--- src/rtl/core/spq_pkg.sv ---
// shared constants, codes and the command type of the priority task queue
package spq_pkg;

  localparam int DEPTH    = 16;
  localparam int LEVELS   = 3;
  localparam int TAG_BITS = 16;

  localparam int LVL_W  = (LEVELS > 1) ? $clog2(LEVELS) : 1;
  localparam int IDX_W  = (DEPTH > 1) ? $clog2(DEPTH) : 1;
  localparam int CNT_W  = $clog2(DEPTH + 1);
  localparam int ADDR_W = $clog2(LEVELS * DEPTH);

  // command queue between front and back
  localparam int QDEPTH = 2;
  localparam int QPTR_W = $clog2(QDEPTH);
  localparam int QCNT_W = $clog2(QDEPTH + 1);

  // stream payload layout
  localparam int IN_TDATA_W  = 24;
  localparam int OUT_TDATA_W = 24;
  localparam int PRIO_W      = 2;
  localparam int STATUS_W    = 2;
  localparam int OUT_TAG_W   = 16;

  localparam logic MODE_INSERT = 1'b0;
  localparam logic MODE_REMOVE = 1'b1;

  localparam logic [STATUS_W-1:0] STAT_INSERTED = 2'd0;
  localparam logic [STATUS_W-1:0] STAT_REMOVED  = 2'd1;
  localparam logic [STATUS_W-1:0] STAT_EMPTY    = 2'd2;
  localparam logic [STATUS_W-1:0] STAT_FULL     = 2'd3;

  typedef struct packed {
    logic                is_remove;
    logic [LVL_W-1:0]    lvl;
    logic [TAG_BITS-1:0] tag;
  } cmd_t;

endpackage

--- src/rtl/core/spq_front.sv ---
// front end: takes requests, clamps the priority to a level and builds commands
module spq_front (
  input  logic                                s_axis_tvalid,
  output logic                                s_axis_tready,
  input  logic [spq_pkg::IN_TDATA_W-1:0]      s_axis_tdata,  // task_tag, priority_req, zero pad
  input  logic [0:0]                          s_axis_tuser,  // mode
  output logic                                push_valid_o,
  input  logic                                push_ready_i,
  output spq_pkg::cmd_t                       push_cmd_o
);
  import spq_pkg::*;

  logic [PRIO_W-1:0] prio_raw;
  logic [3:0]        prio_eff;

  assign prio_raw = s_axis_tdata[TAG_BITS +: PRIO_W];

  always_comb begin
    prio_eff = 4'(prio_raw);
    if (prio_raw == '0) begin
      prio_eff = 4'd1;
    end else if (4'(prio_raw) > 4'(LEVELS)) begin
      prio_eff = 4'(LEVELS);
    end
  end

  assign push_cmd_o.is_remove = (s_axis_tuser[0] == MODE_REMOVE);
  assign push_cmd_o.lvl       = LVL_W'(prio_eff - 4'd1);
  assign push_cmd_o.tag       = s_axis_tdata[TAG_BITS-1:0];

  assign push_valid_o  = s_axis_tvalid;
  assign s_axis_tready = push_ready_i;

endmodule

--- src/rtl/core/spq_cmd_fifo.sv ---
// short command queue that decouples the front end from the back end
module spq_cmd_fifo (
  input  logic          clk_i,
  input  logic          rst_ni,
  input  logic          push_valid_i,
  output logic          push_ready_o,
  input  spq_pkg::cmd_t push_cmd_i,
  output logic          pop_valid_o,
  input  logic          pop_ready_i,
  output spq_pkg::cmd_t pop_cmd_o
);
  import spq_pkg::*;

  cmd_t              entry_q [QDEPTH];
  logic [QPTR_W-1:0] wr_ptr_q, wr_ptr_d;
  logic [QPTR_W-1:0] rd_ptr_q, rd_ptr_d;
  logic [QCNT_W-1:0] count_q, count_d;
  logic              do_push, do_pop;

  assign push_ready_o = (count_q != QCNT_W'(QDEPTH));
  assign pop_valid_o  = (count_q != '0);
  assign pop_cmd_o    = entry_q[rd_ptr_q];
  assign do_push      = push_valid_i && push_ready_o;
  assign do_pop       = pop_valid_o && pop_ready_i;

  always_comb begin
    wr_ptr_d = wr_ptr_q;
    rd_ptr_d = rd_ptr_q;
    count_d  = count_q;
    if (do_push) begin
      wr_ptr_d = (wr_ptr_q == QPTR_W'(QDEPTH - 1)) ? '0 : wr_ptr_q + 1'b1;
    end
    if (do_pop) begin
      rd_ptr_d = (rd_ptr_q == QPTR_W'(QDEPTH - 1)) ? '0 : rd_ptr_q + 1'b1;
    end
    if (do_push && !do_pop) begin
      count_d = count_q + 1'b1;
    end else if (do_pop && !do_push) begin
      count_d = count_q - 1'b1;
    end
  end

  always_ff @(posedge clk_i or negedge rst_ni) begin
    if (!rst_ni) begin
      wr_ptr_q <= '0;
      rd_ptr_q <= '0;
      count_q  <= '0;
    end else begin
      wr_ptr_q <= wr_ptr_d;
      rd_ptr_q <= rd_ptr_d;
      count_q  <= count_d;
    end
  end

  always_ff @(posedge clk_i) begin
    if (do_push) begin
      entry_q[wr_ptr_q] <= push_cmd_i;
    end
  end

endmodule

--- src/rtl/core/spq_back.sv ---
// back end: per-level fifo bookkeeping, task store and the result register
module spq_back (
  input  logic                              clk_i,
  input  logic                              rst_ni,
  input  logic                              cmd_valid_i,
  output logic                              cmd_ready_o,
  input  spq_pkg::cmd_t                     cmd_i,
  output logic                              m_axis_tvalid,
  input  logic                              m_axis_tready,
  output logic [spq_pkg::OUT_TDATA_W-1:0]   m_axis_tdata,  // removed_tag, removed_priority, pad
  output logic [spq_pkg::STATUS_W-1:0]      m_axis_tuser   // status
);
  import spq_pkg::*;

  localparam logic S_IDLE = 1'b0;
  localparam logic S_READ = 1'b1;

  logic                state_q, state_d;
  logic [IDX_W-1:0]    head_q  [LEVELS];
  logic [IDX_W-1:0]    head_d  [LEVELS];
  logic [IDX_W-1:0]    tail_q  [LEVELS];
  logic [IDX_W-1:0]    tail_d  [LEVELS];
  logic [CNT_W-1:0]    lcount_q [LEVELS];
  logic [CNT_W-1:0]    lcount_d [LEVELS];
  logic [CNT_W-1:0]    total_q, total_d;
  logic [LVL_W-1:0]    rd_lvl_q, rd_lvl_d;

  logic                out_valid_q, out_valid_d;
  logic [OUT_TAG_W-1:0] out_tag_q, out_tag_d;
  logic [PRIO_W-1:0]   out_prio_q, out_prio_d;
  logic [STATUS_W-1:0] out_status_q, out_status_d;

  logic [TAG_BITS-1:0] mem_q [LEVELS*DEPTH];
  logic [TAG_BITS-1:0] rd_data_q;
  logic                mem_we, mem_re;
  logic [ADDR_W-1:0]   mem_waddr, mem_raddr;

  logic                out_free, do_cmd, found;
  logic [LVL_W-1:0]    sel_lvl;
  logic [CNT_W+3:0]    cnt_sum;

  assign out_free    = !out_valid_q || m_axis_tready;
  assign cmd_ready_o = (state_q == S_IDLE) && out_free;
  assign do_cmd      = cmd_valid_i && cmd_ready_o;

  // lowest non-empty level wins
  always_comb begin
    found   = 1'b0;
    sel_lvl = '0;
    for (int l = LEVELS - 1; l >= 0; l--) begin
      if (lcount_q[l] != '0) begin
        found   = 1'b1;
        sel_lvl = LVL_W'(l);
      end
    end
  end

  assign mem_waddr = ADDR_W'(ADDR_W'(cmd_i.lvl) * ADDR_W'(DEPTH)) + ADDR_W'(tail_q[cmd_i.lvl]);
  assign mem_raddr = ADDR_W'(ADDR_W'(sel_lvl) * ADDR_W'(DEPTH)) + ADDR_W'(head_q[sel_lvl]);

  always_comb begin
    state_d      = state_q;
    head_d       = head_q;
    tail_d       = tail_q;
    lcount_d     = lcount_q;
    total_d      = total_q;
    rd_lvl_d     = rd_lvl_q;
    out_valid_d  = out_valid_q && !m_axis_tready;
    out_tag_d    = out_tag_q;
    out_prio_d   = out_prio_q;
    out_status_d = out_status_q;
    mem_we       = 1'b0;
    mem_re       = 1'b0;

    case (state_q)
      S_IDLE: begin
        if (do_cmd) begin
          if (!cmd_i.is_remove) begin
            out_valid_d = 1'b1;
            out_tag_d   = '0;
            out_prio_d  = '0;
            if (total_q == CNT_W'(DEPTH)) begin
              out_status_d = STAT_FULL;
            end else begin
              mem_we                = 1'b1;
              tail_d[cmd_i.lvl]     = (tail_q[cmd_i.lvl] == IDX_W'(DEPTH - 1)) ?
                                      '0 : tail_q[cmd_i.lvl] + 1'b1;
              lcount_d[cmd_i.lvl]   = lcount_q[cmd_i.lvl] + 1'b1;
              total_d               = total_q + 1'b1;
              out_status_d          = STAT_INSERTED;
            end
          end else if (!found) begin
            out_valid_d  = 1'b1;
            out_tag_d    = '0;
            out_prio_d   = '0;
            out_status_d = STAT_EMPTY;
          end else begin
            // tag comes out of the store in the next cycle
            mem_re            = 1'b1;
            head_d[sel_lvl]   = (head_q[sel_lvl] == IDX_W'(DEPTH - 1)) ?
                                '0 : head_q[sel_lvl] + 1'b1;
            lcount_d[sel_lvl] = lcount_q[sel_lvl] - 1'b1;
            total_d           = total_q - 1'b1;
            rd_lvl_d          = sel_lvl;
            state_d           = S_READ;
          end
        end
      end
      S_READ: begin
        if (out_free) begin
          out_valid_d  = 1'b1;
          out_tag_d    = OUT_TAG_W'(rd_data_q);
          out_prio_d   = PRIO_W'((LVL_W + 1)'(rd_lvl_q) + 1'b1);
          out_status_d = STAT_REMOVED;
          state_d      = S_IDLE;
        end
      end
      default: begin
        state_d = S_IDLE;
      end
    endcase
  end

  always_ff @(posedge clk_i or negedge rst_ni) begin
    if (!rst_ni) begin
      state_q     <= S_IDLE;
      total_q     <= '0;
      out_valid_q <= 1'b0;
      for (int l = 0; l < LEVELS; l++) begin
        head_q[l]   <= '0;
        tail_q[l]   <= '0;
        lcount_q[l] <= '0;
      end
    end else begin
      state_q     <= state_d;
      total_q     <= total_d;
      out_valid_q <= out_valid_d;
      head_q      <= head_d;
      tail_q      <= tail_d;
      lcount_q    <= lcount_d;
    end
  end

  always_ff @(posedge clk_i) begin
    rd_lvl_q     <= rd_lvl_d;
    out_tag_q    <= out_tag_d;
    out_prio_q   <= out_prio_d;
    out_status_q <= out_status_d;
  end

  always_ff @(posedge clk_i) begin
    if (mem_we) begin
      mem_q[mem_waddr] <= cmd_i.tag;
    end
    if (mem_re) begin
      rd_data_q <= mem_q[mem_raddr];
    end
  end

  assign m_axis_tvalid = out_valid_q;
  assign m_axis_tdata  = OUT_TDATA_W'({out_prio_q, out_tag_q});
  assign m_axis_tuser  = out_status_q;

  always_comb begin
    cnt_sum = '0;
    for (int l = 0; l < LEVELS; l++) begin
      cnt_sum = cnt_sum + (CNT_W + 4)'(lcount_q[l]);
    end
  end

  a_total_bound: assert property (@(posedge clk_i) disable iff (!rst_ni)
    total_q <= CNT_W'(DEPTH))
    else $error("task count above capacity");

  a_total_sum: assert property (@(posedge clk_i) disable iff (!rst_ni)
    cnt_sum == (CNT_W + 4)'(total_q))
    else $error("level counts disagree with total count");

  a_no_cmd_in_read: assert property (@(posedge clk_i) disable iff (!rst_ni)
    state_q == S_READ |-> !cmd_ready_o)
    else $error("command taken while a store read is pending");

  a_read_returns: assert property (@(posedge clk_i) disable iff (!rst_ni)
    (state_q == S_READ && out_free) |=> (out_valid_q && out_status_q == STAT_REMOVED))
    else $error("pending removal did not reach the result register");

  a_removed_prio: assert property (@(posedge clk_i) disable iff (!rst_ni)
    (out_valid_q && out_status_q == STAT_REMOVED) |-> out_prio_q != '0)
    else $error("removed task reported without a priority");

endmodule

--- src/rtl/core/stable_priority_task_queue_unit.sv ---
// top level of the stable priority task queue
//
// requests arrive on the s_axis channel: tuser is the mode (insert or remove),
// tdata carries the task tag and its priority (1 highest to 3 lowest; 0 acts
// as 1). every request yields one result on m_axis: tdata holds the removed
// tag and priority, tuser the status (inserted, removed, remove on empty,
// insert on full dropped). equal priorities leave in insertion order; all
// levels share a capacity of 16 tasks.
// a request passes a two-entry command queue, then the back end updates the
// per-level head/tail/count registers and the shared task store.
// an insert or a rejected request goes straight to the result register; a removal
// first reads the store (the read is registered) and its result follows from S_READ.
// inserts and rejected requests go one per cycle while the result register is free;
// no command is taken while a removal waits in S_READ on the single store read port.
// reset empties every level; the task store itself is not cleared.
// when m_axis_tready is low the result register holds its value, the back end
// stops, the command queue fills and then s_axis_tready falls.
module stable_priority_task_queue_unit (
  input  logic                              clk_i,
  input  logic                              rst_ni,
  input  logic                              s_axis_tvalid,
  output logic                              s_axis_tready,
  input  logic [spq_pkg::IN_TDATA_W-1:0]    s_axis_tdata,  // task_tag, priority_req, zero pad
  input  logic [0:0]                        s_axis_tuser,  // mode
  output logic                              m_axis_tvalid,
  input  logic                              m_axis_tready,
  output logic [spq_pkg::OUT_TDATA_W-1:0]   m_axis_tdata,  // removed_tag, removed_priority, pad
  output logic [spq_pkg::STATUS_W-1:0]      m_axis_tuser   // status
);
  import spq_pkg::*;

  logic push_valid, push_ready;
  cmd_t push_cmd;
  logic pop_valid, pop_ready;
  cmd_t pop_cmd;

  spq_front u_front (
    .s_axis_tvalid (s_axis_tvalid),
    .s_axis_tready (s_axis_tready),
    .s_axis_tdata  (s_axis_tdata),
    .s_axis_tuser  (s_axis_tuser),
    .push_valid_o  (push_valid),
    .push_ready_i  (push_ready),
    .push_cmd_o    (push_cmd)
  );

  spq_cmd_fifo u_cmd_fifo (
    .clk_i        (clk_i),
    .rst_ni       (rst_ni),
    .push_valid_i (push_valid),
    .push_ready_o (push_ready),
    .push_cmd_i   (push_cmd),
    .pop_valid_o  (pop_valid),
    .pop_ready_i  (pop_ready),
    .pop_cmd_o    (pop_cmd)
  );

  spq_back u_back (
    .clk_i         (clk_i),
    .rst_ni        (rst_ni),
    .cmd_valid_i   (pop_valid),
    .cmd_ready_o   (pop_ready),
    .cmd_i         (pop_cmd),
    .m_axis_tvalid (m_axis_tvalid),
    .m_axis_tready (m_axis_tready),
    .m_axis_tdata  (m_axis_tdata),
    .m_axis_tuser  (m_axis_tuser)
  );

endmodule

--- config.mk ---
export PLATFORM = sky130hd
export DESIGN_NAME = stable_priority_task_queue_unit
export DESIGN_NICKNAME = d
export VERILOG_FILES = /design/src/rtl/core/spq_pkg.sv /design/src/rtl/core/spq_front.sv /design/src/rtl/core/spq_cmd_fifo.sv /design/src/rtl/core/spq_back.sv /design/src/rtl/core/stable_priority_task_queue_unit.sv
export SDC_FILE = /design/constraint.sdc
export NUM_CORES = 1
export LEC_CHECK = 0
export ABC_AREA = 1
export BUFFER_PORTS_ARGS = -buffer_cell sky130_fd_sc_hd__clkbuf_2
export CORE_ASPECT_RATIO = 0.75
export CORE_MARGIN = 2
export CORE_UTILIZATION = 54
export DETAILED_ROUTE_END_ITERATION = 10
export HOLD_SLACK_MARGIN = 0.06
export PLACE_DENSITY = 0.7
export SETUP_SLACK_MARGIN = 0.3
export SLEW_MARGIN = 40
export SYNTH_ARGS = -nofsm -noshare
export SYNTH_HDL_FRONTEND = slang
export SYNTH_SLANG_ARGS = --single-unit
--- constraint.sdc ---
create_clock -name clk_i -period 3.4 [get_ports clk_i]
set_clock_uncertainty 0.2 [all_clocks]
set_input_delay 0.34 -clock clk_i [delete_from_list [all_inputs] [get_ports clk_i]]
set_output_delay 0.34 -clock clk_i [all_outputs]
set_load 0.005 [all_outputs]
==> out/summary.log <==
INFO  status         run_status=finished, final reports clean
INFO  synthesis      yosysSeqAreaShare=66.9%
INFO  cts            worst_skew_pair.late_latency=0.65ns
INFO  synthesis      synth_cells=3866
INFO  cts            cts_tree=built
INFO  cts            buffer_cell_driving_the_clock_tree_root=clkbuf_16
INFO  cts            longest_clk_path_bufs=3
INFO  layout         stdcell_count=5060
INFO  layout         num-nets-final=4067
INFO  synthesis      post_synthesis_instance_area=39800um^2
INFO  floorplanning  fp.dieArea=75800um^2
INFO  layout         syn_to_final_growth=16.7%
INFO  global_routing groute.layer.met1.usage=39.9%
INFO  timing         period_share=90.1%
INFO  cts            cts_made_buffers=84
INFO  cts            clock_input_transition_at_the_sequential_cells_of_the_worst_setup_and_hold_paths=0.06ns
INFO  timing         worstMarginPinSlew=0.770ns
INFO  floorplanning  coreArea=73200um^2
INFO  floorplanning  floorplan.initialDensity=54.3%
INFO  timing         worst_slew_margin_rel=48.5%
INFO  route          detailroute.via_count=28.1k
INFO  timing         final.setup.worst_slack=0.336ns
INFO  route          drt_drc_violations_left=0
INFO  timing         max_freq=0.326GHz
INFO  cts            cts_htree_levels=3
INFO  global_routing groute.layer.met3.usage=6.42%
INFO  synthesis      synth.lib_cells_used.distinct=43
INFO  critical_path  worstReg2RegEnd=u_back.rd_data_q[2]
INFO  floorplanning  io_pins=57
INFO  critical_path  r2r_start=u_back.lcount_q[10]
INFO  global_routing grt_first_pass_wirelength=154mm
INFO  critical_path  timing.reg2reg.worst_path_depth=16
INFO  synthesis      synth_seq_cells=894
INFO  timing         finalCriticalPeriod=3.06ns
INFO  global_routing globalRouteMet2Util=40.8%
INFO  timing         number_of_max_slew_violations_in_the_final_report=0
INFO  floorplanning  die-width=317um
INFO  global_routing global_route.peak_usage_layer=met2
INFO  layout         multi_input_logic_area=9800um^2
INFO  placed_design  port-buffer-count=44
INFO  global_routing grt_util_all_layers=27.3%
INFO  global_routing grt_pass1_vias=25.7k
INFO  critical_path  biggest_fanout_along_the_worst_timing_path=22
INFO  floorplanning  number_of_rows_in_the_core_area=86
INFO  floorplanning  chipHeight=239um
INFO  layout         final_layout_size_suffix_gt1_share=11.8%
INFO  synthesis      netlist.area_leader.share=63.7%
INFO  timing         grt_setup_unrepaired=yes
INFO  timing         tns=0ns
INFO  power          peakVddDrop=0.589mV
INFO  critical_path  timing_worst_setup_path_type=reg -> reg
INFO  critical_path  r2r_slack=0.34ns
INFO  route          drtIter0Drc=3861
INFO  critical_path  critical_path_required=3.60ns
INFO  layout         fill_cells=5551
INFO  route          vias_per_cell=5.56
INFO  power          leakage_power=19.9nW
INFO  cts            clock_sink_count=894
INFO  placed_design  place_worst_setup_slack=0.146ns
INFO  timing         final-hold-violation-count=0
INFO  critical_path  arrival=3.26ns
INFO  global_routing antenna_found_initial=4
INFO  critical_path  worstSetupEndpointType=flop
INFO  global_routing maximum_number_of_pins_on_one_net_before_global_route_repair=95
INFO  critical_path  timing.critical_path.from_type=flop
INFO  route          postRouteAntennaNets=0
INFO  layout         ff_latch_area=26600um^2
INFO  placed_design  gp_congestion=0.916
INFO  route          wl_per_cell=21.2um
INFO  placed_design  cell_count_post_placement=4842
INFO  route          drt_first_pass_iters=6
INFO  synthesis      synth_area_leader_cell=edfxtp_1
INFO  placed_design  hpwl=60.0mm
INFO  power          power.density=904nW/um^2
INFO  synthesis      synthTopCellsByArea=edfxtp_1 64%, nand3_1 11%, nand2_1 7.5%
INFO  synthesis      synth-warning-count=0
INFO  timing         setup_viol=0
INFO  synthesis      synth.avg_cell_area=10.3um^2
INFO  min_path       holdCritPathClass=in -> async
INFO  global_routing global_route.overflow_total=0
INFO  route          route.final.wire_length=107mm
INFO  run            cap_viol_max_count=0
[worst max path at each step]
stage / from / endpoint / slack [ns]
after floorplan: u_cmd_fifo.rd_ptr_q / u_back.mem_q[26][0] / 0.42
after global placement: u_back.lcount_q[10] / u_back.rd_data_q[0] / 0.21
after detailed placement: u_back.lcount_q[10] / u_back.rd_data_q[5] / 0.15
after CTS: u_cmd_fifo.rd_ptr_q / u_back.mem_q[6][14] / 0.27
after global routing: u_back.lcount_q[10] / u_back.rd_data_q[2] / 0.26
final: u_back.lcount_q[10] / u_back.rd_data_q[2] / 0.34
[stage by stage]
step	total power (W)	area [um^2]	util, %	hold slack, ns
2_1_floorplan	0.0242	39800	-	-0.156
3_3_place_gp	0.0304	42300	57.7	0.176
3_5_place_dp	0.0306	42300	57.8	0.171
4_1_cts	0.0401	45400	62.0	0.0690
5_1_grt	0.0438	46400	63.4	0.114
6_report	0.0419	46400	63.4	0.0986
[Yosys cell counts, drive strengths merged]
library cell and instances:
a221oi 1, o221ai 5, o21bai 1, xor2 8, nor2 105, edfxtp 844
xnor2 5, o21a 1, nand3 889, nand4 2, nor3 2, buf 141
o22ai 7, conb 1, or2 3, a21oi 15, a22oi 1, dfrtp 50
ha 8, a31oi 7, nand3b 66, o31ai 1, inv 793, clkbuf 57
nand2 800, o21ai 45, o211ai 4, fa 1, clkinv 1, a211oi 2
[final cells by class]
cell class,count,area share [%]
Inverter,794,6.43
Clock buffer,107,4.76
Antenna cell,1,0.00539
Timing Repair Buffer,268,7.02
Clock inverter,41,0.750
Tap cell,968,2.61
Sequential cell,894,57.3
Multi-Input combinational cell,1987,21.1
[metal layers]
layer / share of wire (%) / vias up
li1: - / 13000
met1: 41 / 13400
met2: 44 / 1518
met3: 12 / 194
met4: 2.8 / 2
met5: 0.012 / -
[report_power, final]
part           leakage [nW]  total (W)  internal (W)  switching, W
Sequential             8.27     0.0149        0.0145      0.000361
Combinational          10.3     0.0181       0.00577        0.0123
Clock                  1.25    0.00902       0.00504       0.00398
Total                  19.9     0.0419        0.0253        0.0166
[cell families (layout without fill, tap and decap cells)]
group / after synthesis / after routing / share of synthesized area [%]
flops: 894 / 894 / 66.9
compound gates: 90 / 90 / 1.36
other cells: 1 / 7 / 0.00943
xor+xnor: 13 / 13 / 0.286
simple gates: 1867 / 1869 / 21.2
fa+ha+maj: 9 / 9 / 0.302
buf+inv: 992 / 1210 / 9.93
[registers in the layout (all words and copies together) (netlist names)]
register              count
u_back.out_prio_q         2
u_back.total_q            5
u_back.m_axis_tvalid      1
u_back.head_q            12
u_back.tail_q            12
u_back.rd_lvl_q           2
u_back.rd_data_q         16
u_cmd_fifo.entry_q       38
u_back.state_q            1
u_back.m_axis_tuser       2
u_cmd_fifo.count_q        2
u_cmd_fifo.wr_ptr_q       1
u_back.out_tag_q         16
u_back.lcount_q          15
u_back.mem_q            768
u_cmd_fifo.rd_ptr_q       1
[cells in the final DEF (no fill, tap or decap), drive strengths merged, types with 15 or more instances in the layout]
cell	netlist	final
clkinv	1	32
a21oi	15	15
nand3	889	889
clkbuf	57	164
inv	793	795
nor2	105	105
buf	141	187
edfxtp	844	844
nand3b	66	66
nand2	800	802
dfrtp	50	50
dlygate4sd3	0	23
o21ai	45	45
[worst max-delay path, cell delays in order, from the launching register on]
cell,delay (ns)
dfrtp_2,0.44
nor2_4,0.16
nand2_4,0.09
nor2_8,0.22
nand2_4,0.10
nor2_8,0.18
nand2_8,0.10
nand2_8,0.15
clkbuf_16,0.21
buf_16,0.17
nand2_1,0.07
nand3_1,0.08
nand3_1,0.08
nand3_1,0.20
nand2_1,0.17
nand2_1,0.10
nand3_1,0.07
[timing repair]
item | CTS | global route
gates resized for setup | 26 | 123
cloned | 5 | 17
setup buffers | 3 | 20
endpoints found under the hold margin | 75 | 0
endpoints found under the setup margin | 377 | 788
pin swaps | 0 | 15
hold buffers | 24 | 0
Power figures use the tool's default switching activity.
